===== config.mk =====
export PLATFORM = sky130hd
export DESIGN_NAME = vorbis_packet_classifier
export DESIGN_NICKNAME = d
export VERILOG_FILES = /design/src/hw/rtl/vpc_pkg.sv /design/src/hw/rtl/vpc_capture.sv /design/src/hw/rtl/vpc_decide.sv /design/src/hw/rtl/vorbis_packet_classifier.sv
export SDC_FILE = /design/constraint.sdc
export NUM_CORES = 1
export LEC_CHECK = 0
export BUFFER_PORTS_ARGS = -buffer_cell sky130_fd_sc_hd__buf_4
export CORE_UTILIZATION = 23
export DETAILED_ROUTE_END_ITERATION = 16
export SLEW_MARGIN = 0
export SYNTH_ARGS = -nofsm -noshare
export SYNTH_HDL_FRONTEND = slang
export SYNTH_SLANG_ARGS = --single-unit

===== constraint.sdc =====
create_clock -name clk_i -period 9.7 [get_ports clk_i]
set_input_delay 1.455 -clock clk_i [delete_from_list [all_inputs] [get_ports clk_i]]
set_output_delay 1.455 -clock clk_i [all_outputs]
set_load 0.02 [all_outputs]

===== src/hw/rtl/vpc_pkg.sv =====
`default_nettype none
package vpc_pkg;

  localparam int unsigned POS_W = 5;
  localparam logic [POS_W-1:0] POS_MAX = 5'd31;
  localparam logic [POS_W-1:0] POS_SIG_FIRST = 5'd1;
  localparam logic [POS_W-1:0] POS_SIG_LAST = 5'd6;
  localparam logic [POS_W-1:0] POS_HDR_MIN = 5'd7;
  localparam logic [POS_W-1:0] POS_CHANNELS = 5'd11;
  localparam logic [POS_W-1:0] POS_RATE_FIRST = 5'd12;
  localparam logic [POS_W-1:0] POS_RATE_LAST = 5'd15;
  localparam logic [POS_W-1:0] POS_BLOCKSIZE = 5'd28;

  localparam logic [7:0] HDR_IDENT = 8'h01;
  localparam logic [7:0] HDR_COMMENT = 8'h03;
  localparam logic [7:0] HDR_SETUP = 8'h05;

  localparam int unsigned AUDIO_FLAG_BIT = 1;

  typedef enum logic [1:0] {
    KIND_IDENT   = 2'd0,
    KIND_COMMENT = 2'd1,
    KIND_SETUP   = 2'd2,
    KIND_AUDIO   = 2'd3
  } kind_e;

  // per-packet capture, already including the byte being processed
  typedef struct packed {
    logic [POS_W-1:0] pos;
    logic [7:0]       first_byte;
    logic             sig_ok;
    logic [7:0]       channels;
    logic [31:0]      rate;
    logic [7:0]       block_byte;
  } cap_t;

  localparam cap_t CAP_RESET = cap_t'({POS_W'(0), 8'h00, 1'b1, 8'h00, 32'h0, 8'h00});

  typedef struct packed {
    logic [14:0] sample_count;
    logic        block_flag;
    logic [15:0] long_size;
    logic [15:0] short_size;
    logic [31:0] rate_hz;
    logic [7:0]  channel_count;
    kind_e       packet_kind;
    logic        accepted;
  } res_t;

  function automatic logic [7:0] sig_char(input logic [2:0] idx);
    logic [7:0] c;
    case (idx)
      3'd1: c = 8'h76;  // v
      3'd2: c = 8'h6F;  // o
      3'd3: c = 8'h72;  // r
      3'd4: c = 8'h62;  // b
      3'd5: c = 8'h69;  // i
      3'd6: c = 8'h73;  // s
      default: c = 8'h00;
    endcase
    return c;
  endfunction

endpackage
`default_nettype wire


===== src/hw/rtl/vpc_capture.sv =====
`default_nettype none
module vpc_capture (
  input  wire logic        clk_i,
  input  wire logic        rst_ni,
  input  wire logic        en_i,
  input  wire logic        last_i,
  input  wire logic [7:0]  byte_i,
  output vpc_pkg::cap_t    cap_o
);
  import vpc_pkg::*;

  cap_t cap_q, cap_d;
  logic in_sig, in_rate;

  always_comb begin
    in_sig  = (cap_q.pos >= POS_SIG_FIRST) && (cap_q.pos <= POS_SIG_LAST);
    in_rate = (cap_q.pos >= POS_RATE_FIRST) && (cap_q.pos <= POS_RATE_LAST);

    cap_o = cap_q;
    if (cap_q.pos == '0) begin
      cap_o.first_byte = byte_i;
    end
    if (in_sig && (byte_i != sig_char(cap_q.pos[2:0]))) begin
      cap_o.sig_ok = 1'b0;
    end
    if (cap_q.pos == POS_CHANNELS) begin
      cap_o.channels = byte_i;
    end
    if (in_rate) begin
      cap_o.rate = cap_q.rate | ({24'd0, byte_i} << {cap_q.pos[1:0], 3'b000});
    end
    if (cap_q.pos == POS_BLOCKSIZE) begin
      cap_o.block_byte = byte_i;
    end
  end

  always_comb begin
    cap_d = cap_q;
    if (en_i) begin
      if (last_i) begin
        cap_d = CAP_RESET;
      end else begin
        cap_d = cap_o;
        if (cap_q.pos != POS_MAX) begin
          cap_d.pos = cap_q.pos + POS_W'(1);
        end
      end
    end
  end

  always_ff @(posedge clk_i or negedge rst_ni) begin
    if (!rst_ni) begin
      cap_q <= CAP_RESET;
    end else begin
      cap_q <= cap_d;
    end
  end

endmodule
`default_nettype wire


===== src/hw/rtl/vpc_decide.sv =====
`default_nettype none
module vpc_decide (
  input  wire logic     clk_i,
  input  wire logic     rst_ni,
  input  wire logic     en_i,
  input  vpc_pkg::cap_t cap_i,
  output vpc_pkg::res_t res_o
);
  import vpc_pkg::*;

  logic        have_prev_q, have_prev_d;
  logic [7:0]  chan_q, chan_d;
  logic [31:0] rate_q, rate_d;
  logic [15:0] short_q, short_d;
  logic [15:0] long_q, long_d;
  logic        flag_q, flag_d;

  logic        is_hdr;
  logic        cur_flag;
  logic [16:0] sum;

  always_comb begin
    have_prev_d = have_prev_q;
    chan_d      = chan_q;
    rate_d      = rate_q;
    short_d     = short_q;
    long_d      = long_q;
    flag_d      = flag_q;
    res_o       = '0;

    is_hdr   = (cap_i.pos >= POS_HDR_MIN) && cap_i.sig_ok;
    cur_flag = cap_i.first_byte[AUDIO_FLAG_BIT];
    sum      = {1'b0, (flag_q ? long_q : short_q)} + {1'b0, (cur_flag ? long_q : short_q)};

    if (is_hdr) begin
      case (cap_i.first_byte)
        HDR_IDENT: begin
          if (cap_i.pos >= POS_BLOCKSIZE) begin
            have_prev_d = 1'b1;
            chan_d      = cap_i.channels;
            rate_d      = cap_i.rate;
            short_d     = 16'd1 << cap_i.block_byte[3:0];
            long_d      = 16'd1 << cap_i.block_byte[7:4];
            flag_d      = 1'b0;
            res_o.accepted    = 1'b1;
            res_o.packet_kind = KIND_IDENT;
          end
        end
        HDR_COMMENT, HDR_SETUP: begin
          if (have_prev_q) begin
            flag_d = 1'b0;
            res_o.accepted    = 1'b1;
            res_o.packet_kind = (cap_i.first_byte == HDR_COMMENT) ? KIND_COMMENT : KIND_SETUP;
          end
        end
        default: begin
        end
      endcase
    end else if (have_prev_q) begin
      flag_d = cur_flag;
      res_o.accepted     = 1'b1;
      res_o.packet_kind  = KIND_AUDIO;
      res_o.block_flag   = cur_flag;
      res_o.sample_count = sum[16:2];
    end

    if (res_o.accepted) begin
      res_o.channel_count = chan_d;
      res_o.rate_hz       = rate_d;
      res_o.short_size    = short_d;
      res_o.long_size     = long_d;
    end
  end

  always_ff @(posedge clk_i or negedge rst_ni) begin
    if (!rst_ni) begin
      have_prev_q <= 1'b0;
      chan_q      <= '0;
      rate_q      <= '0;
      short_q     <= '0;
      long_q      <= '0;
      flag_q      <= 1'b0;
    end else if (en_i) begin
      have_prev_q <= have_prev_d;
      chan_q      <= chan_d;
      rate_q      <= rate_d;
      short_q     <= short_d;
      long_q      <= long_d;
      flag_q      <= flag_d;
    end
  end

endmodule
`default_nettype wire


===== src/hw/rtl/vorbis_packet_classifier.sv =====
// A result is registered in the output register when the final byte leaves the input register.
// Throughput: one byte per cycle; a final byte waits in the input register
// only while the previous result is still held by m_axis_tready low.
// Reset: rst_ni (async, active low) clears the pipeline valids, the per-packet
// capture and the kept stream parameters; no clearing pass is needed.
`default_nettype none
module vorbis_packet_classifier (
  input  wire logic        clk_i,
  input  wire logic        rst_ni,
  input  wire logic        s_axis_tvalid,
  output logic             s_axis_tready,
  input  wire logic [7:0]  s_axis_tdata,   // [7:0] data_byte
  input  wire logic        s_axis_tlast,   // last_byte
  output logic             m_axis_tvalid,
  input  wire logic        m_axis_tready,
  output logic [87:0]      m_axis_tdata,   // channel_count, rate_hz, short_size,
                                           // long_size, block_flag, sample_count
  output logic [2:0]       m_axis_tuser    // accepted, packet_kind
);
  import vpc_pkg::*;

  logic       in_valid_q;
  logic [7:0] in_byte_q;
  logic       in_last_q;

  logic out_valid_q;
  res_t out_q;

  logic out_free;
  logic proc_fire;
  logic in_fire;

  cap_t cap;
  res_t res;

  assign out_free      = !out_valid_q || m_axis_tready;
  assign proc_fire     = in_valid_q && (!in_last_q || out_free);
  assign s_axis_tready = !in_valid_q || proc_fire;
  assign in_fire       = s_axis_tvalid && s_axis_tready;

  always_ff @(posedge clk_i or negedge rst_ni) begin
    if (!rst_ni) begin
      in_valid_q <= 1'b0;
    end else if (s_axis_tready) begin
      in_valid_q <= s_axis_tvalid;
    end
  end

  always_ff @(posedge clk_i) begin
    if (in_fire) begin
      in_byte_q <= s_axis_tdata;
      in_last_q <= s_axis_tlast;
    end
  end

  vpc_capture u_capture (
    .clk_i  (clk_i),
    .rst_ni (rst_ni),
    .en_i   (proc_fire),
    .last_i (in_last_q),
    .byte_i (in_byte_q),
    .cap_o  (cap)
  );

  vpc_decide u_decide (
    .clk_i  (clk_i),
    .rst_ni (rst_ni),
    .en_i   (proc_fire && in_last_q),
    .cap_i  (cap),
    .res_o  (res)
  );

  always_ff @(posedge clk_i or negedge rst_ni) begin
    if (!rst_ni) begin
      out_valid_q <= 1'b0;
    end else if (proc_fire && in_last_q) begin
      out_valid_q <= 1'b1;
    end else if (m_axis_tready) begin
      out_valid_q <= 1'b0;
    end
  end

  always_ff @(posedge clk_i) begin
    if (proc_fire && in_last_q) begin
      out_q <= res;
    end
  end

  assign m_axis_tvalid = out_valid_q;
  assign m_axis_tdata  = {out_q.sample_count, out_q.block_flag, out_q.long_size,
                          out_q.short_size, out_q.rate_hz, out_q.channel_count};
  assign m_axis_tuser  = {out_q.packet_kind, out_q.accepted};

endmodule
`default_nettype wire


==> results.yml, run 1 <==
global_routing:
  met2_usage: 0.202
  grt_usage: 0.120
  antenna_found_initial: 0
  overflow: 0
  gr-max-usage-layer: "met2"
  grt_util_met1: 0.155
  grt_max_degree: 91
  grt_pass1_vias: 8278
  grt_pass1_wl_um: 47700
  gr-usage-met3: 0.0249
clock_tree:
  postCtsSetupBuffers: 0
  cts.sinks: 238
  cts-hold-fix-buffers: 0
  clk_path_buf_depth: 3
  cts_tree: "done"
  clk_pin_slew_ns: 0.07
  numCtsBuffers: 26
  root_buffer: "clkbuf_16"
  insertion_delay_ns: 0.54
  ctsResizeCount: 0
  h-tree-depth: 1
die:
  rows: 80
  coreArea_um2: 48100
  dieArea_um2: 50100
  chipHeight_um: 224
  initial_core_util: 0.235
  die_x_um: 224
  io-pin-count: 106
place:
  postPlaceCellArea_um2: 12700
  dp_slack_ns: 5.13
  dp_hpwl_um: 21000
  gp_congestion: 0.835
  numPortBuffers: 105
timing:
  fin_tns_setup_ns: 0
  clock.fmax_mhz: 242
  rsz0062_at_grt: "false"
  slew_violations: 0
  hold_viol_final: 0
  fin_skew_ns: 0.00978
  setup_violations: 0
  fin_ws_ns: 5.58
  timing.final.crit_period_ns: 4.12
  worst_slew_pin_slew_ns: 1.15
  period_share: 0.425
  relSlewSlack: 0.228
layout:
  fin_nets: 1173
  final_area_um2: 13600
  layout-drive-gt1-share: 0.159
  nFillCells: 4979
  antenna_cells: 0
  areaGrowthSynthToFinish_pct: 20.2
run:
  drv_cap: 0
synthesis:
  syn_avg_cell_area_um2: 10.5
  async_flop_share: 0.580
  ys_seq_area_frac: 0.571
  synth_cells: 1073
  synth_fp_nets: 1107
  synth-edff-count: 100
  syn_area_um2: 11300
  ys_ff_latch: 238
  synth_cell_type_count: 67
  synth_warnings: 0
  ys.flop_type: "dfrtp_1"
routing:
  drt_iter0_drc: 688
  wire_per_inst_um: 16.8
  via_per_inst: 4.68
  vias: 8501
  wirelength_um: 30600
  drc: 0
  antenna_left: 0
  first_pass_iters: 5
worst_setup_path:
  crit_required_ns: 9.96
  crit_path_start_kind: "flop"
  end_kind: "flop"
  worstPathMaxFanout: 16
  r2r_slack_ns: 5.58
  worstSetupPathType: "flop to flop"
  cp.arrival_ns: 4.38
pwr:
  p_leak_nw: 5.36
  vdd_ir_drop_max_uv: 116
  p_per_area_nw_per_um2: 172
hold_path:
  hold_class: "flop to flop"
status:
  status: "finished clean"
-- cell type report --
class	instances	area, um^2	area share
Clock inverter	19	260	0.0191
Tap cell	656	821	0.0603
Timing Repair Buffer	112	841	0.0618
Sequential cell	238	6460	0.475
Clock buffer	29	662	0.0486
Multi-Input combinational cell	738	4480	0.329
Inverter	23	88.8	0.00653
-- where the power goes --
part	leakage [nW]	internal [W]	total [W]	switching, W
Sequential	2.88	0.00108	0.00112	0.0000357
Clock	0.442	0.000632	0.00105	0.000422
Combinational	2.04	0.0000571	0.000173	0.000116
-- sequential cells by signal, indices dropped and copies added (netlist names) --
name and flops:
u_capture.cap_o 5, in_last_q 1, u_decide.long_q 16, m_axis_tdata 88, u_decide.short_q 16, u_decide.chan_q 8
u_decide.have_prev_q 1, m_axis_tuser 3, m_axis_tvalid 1, in_byte_q 8, u_decide.flag_q 1, u_capture.cap_q 57
in_valid_q 1, u_decide.rate_q 32
-- synthesized netlist by cell type (all sizes together), types with 3 or more instances --
| master | instances | area [um^2] |
|---|---|---|
| or3 | 4 | 25.0 |
| mux2 | 17 | 195 |
| a21oi | 82 | 410 |
| a21o | 8 | 60.1 |
| nand3 | 15 | 87.6 |
| nor3b | 8 | 60.1 |
| inv | 22 | 82.6 |
| clkbuf | 54 | 204 |
| o21a | 8 | 60.1 |
| nor2 | 58 | 218 |
| or2 | 4 | 25.0 |
| ha | 21 | 263 |
| a211o | 3 | 26.3 |
| and4 | 5 | 43.8 |
| a31oi | 15 | 93.8 |
| a211oi | 4 | 42.5 |
| xor2 | 6 | 52.6 |
| mux2i | 10 | 100 |
| dfrtp | 137 | 3430 |
| nor4 | 4 | 25.0 |
| and2 | 7 | 43.8 |
| nor2b | 8 | 50.1 |
| buf | 20 | 96.3 |
| o21ai | 89 | 449 |
| nand4 | 6 | 37.5 |
| nand2 | 172 | 648 |
| and3 | 10 | 62.6 |
| xnor2 | 4 | 35.0 |
| nand2b | 18 | 113 |
| nor3 | 18 | 90.1 |
| a22o | 19 | 166 |
| o31ai | 35 | 263 |
| o2bb2ai | 52 | 455 |
| edfxtp | 100 | 3000 |
-- per-layer routing --
| metal | vias up | share of wire |
|---|---|---|
| met5 | - | 0 |
| li1 | 4057 | - |
| met1 | 4190 | 0.43 |
| met2 | 203 | 0.49 |
| met4 | 0 | 0.024 |
| met3 | 51 | 0.058 |
-- critical path, cell delays in order, from the launching register on --
cell      delay [ns]
dfrtp_1         0.49
inv_1           0.15
ha_1            0.24
or4b_1          0.62
mux2_4          0.45
nand2_1         0.10
nand2_1         0.06
ha_1            0.42
and3_1          0.20
a221o_1         0.34
or2_2           0.30
a211oi_1        0.25
and3b_1         0.19
nor3_1          0.04
-- stage by stage --
stage                     hold WS [ns]  utilization  power (W)  cells
after floorplan                  0.442            -    0.00124   1073
after global placement           0.461        0.263    0.00131   1767
after detailed placement         0.468        0.263    0.00131   1767
after CTS                        0.483        0.283    0.00237   1815
after global routing             0.510        0.283    0.00242   1815
final                            0.480        0.283    0.00234   1815
-- path summary, 6_finish.rpt --
check / depth (start not counted) / from / to
worst max-delay path: 13 / u_capture.cap_o[57] / m_axis_tdata[83]
worst min-delay path: 2 / u_capture.cap_q[47] / u_capture.cap_q[47]
worst max register to register: 13 / u_capture.cap_o[57] / m_axis_tdata[83]
worst min register to register: 2 / u_capture.cap_q[47] / u_capture.cap_q[47]
max in group asynchronous: 2 / rst_ni / u_capture.cap_q[27]
min in group asynchronous: 1 / rst_ni / u_decide.rate_q[17]
-- cell families after synthesis --
group	share of synthesized area
mux	0.0261
simple gates	0.142
compound gates	0.196
fa+ha+maj	0.0232
buf+inv	0.0342
xor+xnor	0.00774
flops	0.571
-- layout by cell type (no fill, tap or decap), drive strengths merged, types with 10 or more instances in the layout --
cell type,instances
mux2i,10
clkinv,11
nor3,18
dfrtp,137
a31oi,15
o31ai,35
nand2b,18
a21oi,82
edfxtp,100
a22o,19
inv,23
and3,10
ha,21
o21ai,89
nand3,15
o2bb2ai,52
nor2,58
mux2,17
clkbuf,29
nand2,172
buf,112
(Power assumes the default switching activity.)
==> run 2: changes to the inputs <==
==> constraint.sdc (replaced) <==
create_clock -name clk_i -period 4.2 [get_ports clk_i]
set_input_delay 0.63 -clock clk_i [delete_from_list [all_inputs] [get_ports clk_i]]
set_output_delay 0.63 -clock clk_i [all_outputs]
set_load 0.02 [all_outputs]
==> run 2 against run 1 <==
- global-route usage up 0.35 points
- non-clock buffer count up 14
- register-to-register slack worse by 5.3 ns
- final area up 1.1%
- clock-buffer cell count up 6
- cell count up 0.88%
- sequential share of layout area down 0.53 points
- clock power up 130%
- maximum frequency up 4.8%
- clock skew down 0.00056 ns
- first-iteration DRC count down 16%
==> results.yml, run 2 (synthesized netlist as in run 1, its figures left out) <==
clock_tree:
  insertion_delay_ns: 0.56
  ctsResizeCount: 0
  numCtsBuffers: 27
  cts-hold-fix-buffers: 0
  cts.sinks: 238
  root_buffer: "clkbuf_16"
  clk_pin_slew_ns: 0.06
  cts_tree: "done"
  postCtsSetupBuffers: 0
  h-tree-depth: 1
  clk_path_buf_depth: 3
routing:
  first_pass_iters: 5
  drt_iter0_drc: 577
  drc: 0
  antenna_left: 0
  via_per_inst: 4.72
  wirelength_um: 31500
  wire_per_inst_um: 17.2
  vias: 8645
run:
  drv_cap: 0
die:
  dieArea_um2: 50100
  coreArea_um2: 48100
  chipHeight_um: 224
  initial_core_util: 0.235
  rows: 80
  io-pin-count: 106
  die_x_um: 224
layout:
  final_cell_mix: "170 x nand2_1, 137 x dfrtp_1, 123 x buf_4"
  antenna_cells: 0
  final_cells: 1831
  final_common_cell: "nand2_1"
  largest_reg_flops: 88
  nFillCells: 4975
  fin_nets: 1188
  layout-drive-gt1-share: 0.169
  areaGrowthSynthToFinish_pct: 21.6
global_routing:
  gr-usage-met3: 0.0195
  antenna_found_initial: 0
  overflow: 0
  gr-max-usage-layer: "met2"
  grt_usage: 0.124
  met2_usage: 0.208
  grt_pass1_wl_um: 48900
  grt_pass1_vias: 8322
  grt_util_met1: 0.163
  grt_max_degree: 124
timing:
  whs_ns: 0.194
  relSlewSlack: 0.330
  clock.fmax_mhz: 254
  period_share: 0.937
  fin_skew_ns: 0.00921
  timing.final.crit_period_ns: 3.93
  rsz0062_at_grt: "false"
  hold_viol_final: 0
  slew_violations: 0
  fin_ws_ns: 0.266
  fin_tns_setup_ns: 0
  setup_violations: 0
  worst_slew_pin_slew_ns: 1.00
place:
  dp_slack_ns: 0.269
  dp_hpwl_um: 21700
  dp.cells: 1781
  gp_congestion: 0.871
  numPortBuffers: 105
hold_path:
  hold_class: "input pin to async pin"
pwr:
  seq_power_share: 0.467
  p_int_w: 0.00411
  vdd_ir_drop_max_uv: 249
  p_per_area_nw_per_um2: 397
  clkPwrFrac: 0.450
  combPwrFrac: 0.083
  p_sw_w: 0.00136
  p_leak_nw: 5.46
  power_w: 0.00546
  swShare: 0.248
worst_setup_path:
  path_buf_inv: 1
  crit_path_start_kind: "flop"
  path_cells: "inv_1 > ha_1 > or4b_1 > mux2_4 > nand2_1 > nand2_1 > ha_1 > and3_1 > a221o_1 > or2_2 > a211oi_1 > and3b_1 > nor3_1"
  worstPathMaxFanout: 16
  cp.arrival_ns: 4.21
  worstSetupPathType: "flop to flop"
  crit_required_ns: 4.48
  slowest_delay_ns: 0.62
  critPathSlowestCell: "or4b_1"
  cpLargestDelayFamily: "simple AND/OR/NAND/NOR gates"
  end_kind: "flop"
status:
  status: "finished clean"
run 2: changes by cell type in the layout (fill, tap and decap cells not counted):
cell,change
inv_8,+1
clkinv_4,-2
inv_16,+1
clkinv_2,-1
buf_4,+11
clkinv_1,+2
clkbuf_8,+4
clkbuf_1,-1
clkinv_8,-2
buf_6,+1
clkbuf_16,+3
bufinv_16,-3
buf_12,+2
run 2: cell type report:
cell class / instances / area, um^2 / share of cell area
Inverter: 23 / 88.8 / 0.00646
Sequential cell: 238 / 6460 / 0.469
Multi-Input combinational cell: 738 / 4480 / 0.325
Tap cell: 656 / 821 / 0.0597
Clock inverter: 15 / 154 / 0.0112
Clock buffer: 35 / 788 / 0.0573
Timing Repair Buffer: 126 / 975 / 0.0708
run 2: power groups by stage:
stage / clock [W] / combinational, W / sequential, W
after detailed placement: 0 / 0.000458 / 0.00260
after global routing: 0.00262 / 0.000498 / 0.00256
final: 0.00246 / 0.000451 / 0.00255
after CTS: 0.00253 / 0.000459 / 0.00255
after global placement: 0 / 0.000449 / 0.00260
after floorplan: 0 / 0.000228 / 0.00263
run 2: per-stage QoR:
stage,util,cell area (um^2)
finish,0.286,13800
global route,0.286,13800
floorplan,-,11300
detailed placement,0.266,12800
global placement,0.266,12800
CTS,0.286,13800
run 2: final timing paths:
path | slack (ns) | depth (start not counted) | start | to
worst max register to register | 0.27 | 13 | u_capture.cap_o[57] | m_axis_tdata[83]
worst min register to register | 0.48 | 2 | u_capture.cap_q[49] | u_capture.cap_q[49]
worst max-delay path | 0.27 | 13 | u_capture.cap_o[57] | m_axis_tdata[83]
max in group asynchronous | 3.09 | 2 | rst_ni | u_decide.long_q[6]
worst min-delay path | 0.19 | 1 | rst_ni | u_capture.cap_q[24]
min in group clk_i | 0.25 | 1 | s_axis_tdata[5] | in_byte_q[5]
run 2: per-layer routing:
metal	up-vias	wire, um
met5	-	0
met2	206	15300
li1	4098	-
met3	53	1520
met1	4288	13800
met4	0	812
==> run 3: changes to the inputs <==
--- a/config.mk
+++ b/config.mk
@@ -6,8 +6,11 @@
 export NUM_CORES = 1
 export LEC_CHECK = 0
 export BUFFER_PORTS_ARGS = -buffer_cell sky130_fd_sc_hd__buf_4
+export CELL_PAD_IN_SITES_DETAIL_PLACEMENT = 1
+export CELL_PAD_IN_SITES_GLOBAL_PLACEMENT = 1
 export CORE_UTILIZATION = 23
 export DETAILED_ROUTE_END_ITERATION = 16
+export PLACE_DENSITY_LB_ADDON = 0.1
 export SLEW_MARGIN = 0
 export SYNTH_ARGS = -nofsm -noshare
 export SYNTH_HDL_FRONTEND = slang
==> run 3 against run 2 <==
- via count about the same
- hold slack lost 0.060 ns
- cell count grew 0.93%
- setup slack better by 0.056 ns
- clock power is 22% higher
- critical path type unchanged
- highest routed layer unchanged
==> results.yml, run 3 (synthesized netlist as in run 1, its figures left out) <==
status:
  status: "finished clean"
layout:
  multiInputGateArea_um2: 4480
  antenna_cells: 0
  final_cell_mix: "170 x nand2_1, 137 x dfrtp_1, 132 x buf_4"
  seq_area_um2: 6460
  areaGrowthSynthToFinish_pct: 24.5
  final_common_cell: "nand2_1"
  layout-drive-gt1-share: 0.187
  nFillCells: 5361
  largest_reg_flops: 88
  fin_nets: 1202
global_routing:
  grt_max_degree: 124
  grt_pass1_wl_um: 56400
  antenna_found_initial: 0
  grt_usage: 0.146
  overflow: 0
  grt_pass1_vias: 9026
pwr:
  p_per_area_nw_per_um2: 427
  swShare: 0.246
  vdd_ir_drop_max_uv: 277
  p_leak_nw: 5.62
  p_sw_w: 0.00148
  seq_power_share: 0.423
  p_int_w: 0.00454
  combPwrFrac: 0.080
  clkPwrFrac: 0.497
timing:
  setup_violations: 0
  rsz0062_at_grt: "false"
  fin_tns_setup_ns: 0
  clock.fmax_mhz: 258
  period_share: 0.923
  timing.final.crit_period_ns: 3.88
  fin_skew_ns: 0.0351
  relSlewSlack: 0.260
  fin_ws_ns: 0.322
  hold_viol_final: 0
  slew_violations: 0
  worst_slew_pin_slew_ns: 1.10
worst_setup_path:
  end_kind: "flop"
  crit_path_start_kind: "flop"
  cp.arrival_ns: 4.19
  worstSetupPathType: "flop to flop"
  worstPathMaxFanout: 16
  crit_required_ns: 4.51
routing:
  via_per_inst: 4.68
  drc: 0
  drt_iter0_drc: 465
  antenna_left: 0
  vias: 8642
  wire_per_inst_um: 19.8
  wirelength_um: 36600
  first_pass_iters: 5
die:
  io-pin-count: 106
  initial_core_util: 0.235
  coreArea_um2: 48100
  dieArea_um2: 50100
  chipHeight_um: 224
  die_x_um: 224
  rows: 80
clock_tree:
  insertion_delay_ns: 0.60
  clk_path_buf_depth: 3
  cts_tree: "done"
  numCtsBuffers: 30
  root_buffer: "clkbuf_16"
  cts.sinks: 238
  postCtsSetupBuffers: 0
  clk_pin_slew_ns: 0.07
  h-tree-depth: 1
place:
  dp_hpwl_um: 25400
  dp_slack_ns: 0.265
  numPortBuffers: 105
  gp_congestion: 0.752
run:
  drv_cap: 0
hold_path:
  hold_class: "input pin to async pin"
## run 3: cell types whose count changed in the layout (fill, tap and decap cells not counted), sizes merged
cell and change:
buf +11, bufinv +7, clkbuf -4, clkinv +3, clkinvlp +1, inv -1
## run 3: power by group through the flow
stage	Combinational, W	Sequential (W)	Clock [W]
after CTS	0.000490	0.00255	0.00309
after floorplan	0.000228	0.00263	0
final	0.000482	0.00255	0.00299
after global routing	0.000528	0.00256	0.00317
after detailed placement	0.000489	0.00260	0
after global placement	0.000485	0.00259	0
## run 3: path summary, 6_finish.rpt
check	depth (start not counted)	slack [ns]	from	endpoint
min in group clk_i	1	0.24	s_axis_tdata[4]	in_byte_q[4]
max reg2reg	13	0.32	u_capture.cap_o[57]	m_axis_tdata[86]
max	13	0.32	u_capture.cap_o[57]	m_axis_tdata[86]
max in group asynchronous	2	3.16	rst_ni	u_capture.cap_q[48]
min	1	0.13	rst_ni	u_decide.rate_q[23]
min reg2reg	2	0.48	u_decide.rate_q[16]	u_decide.rate_q[16]
## run 3: final cells by class
type                    instances  area share
multi-input cells             738       0.318
well taps                     656      0.0582
repair buffers                137      0.0768
clock inverters                25      0.0281
flip-flops and latches        238       0.458
inverters                      23     0.00630
clock buffers                  31      0.0542
## run 3: routing by layer
layer	vias to the layer above	global-route usage	share of wire
met5	-	0	0
li1	4124	-	-
met4	0	0.0303	0.014
met1	4351	0.200	0.48
met2	125	0.246	0.48
met3	42	0.0192	0.030
## run 3: repair_timing
item / 4_1_cts / 5_1_grt
gates resized for setup: 0 / 1
hold buffers: 0 / 0
setup endpoints to repair: 0 / 3
## run 3: critical path, stage by stage (launching register included)
cell and delay [ns]:
dfrtp_1 0.38, inv_1 0.09, ha_1 0.25, or4b_4 0.55
mux2_4 0.43, nand2_1 0.10, nand2_1 0.06, ha_1 0.31
o21a_1 0.15, nor2_1 0.07, a41oi_1 0.62, and3_1 0.31
o21ai_0 0.10, nor3b_1 0.16
## run 3: through the flow
| step | instance area [um^2] | hold WS [ns] | util | power [W] | instances |
|---|---|---|---|---|---|
| 5_1_grt | 14100 | 0.166 | 0.293 | 0.00625 | 1848 |
| 2_1_floorplan | 11300 | 0.334 | - | 0.00286 | 1073 |
| 3_5_place_dp | 12900 | 0.471 | 0.269 | 0.00308 | 1792 |
| 6_report | 14100 | 0.134 | 0.293 | 0.00602 | 1848 |
| 3_3_place_gp | 12900 | 0.458 | 0.269 | 0.00308 | 1792 |
| 4_1_cts | 14100 | 0.141 | 0.293 | 0.00613 | 1848 |
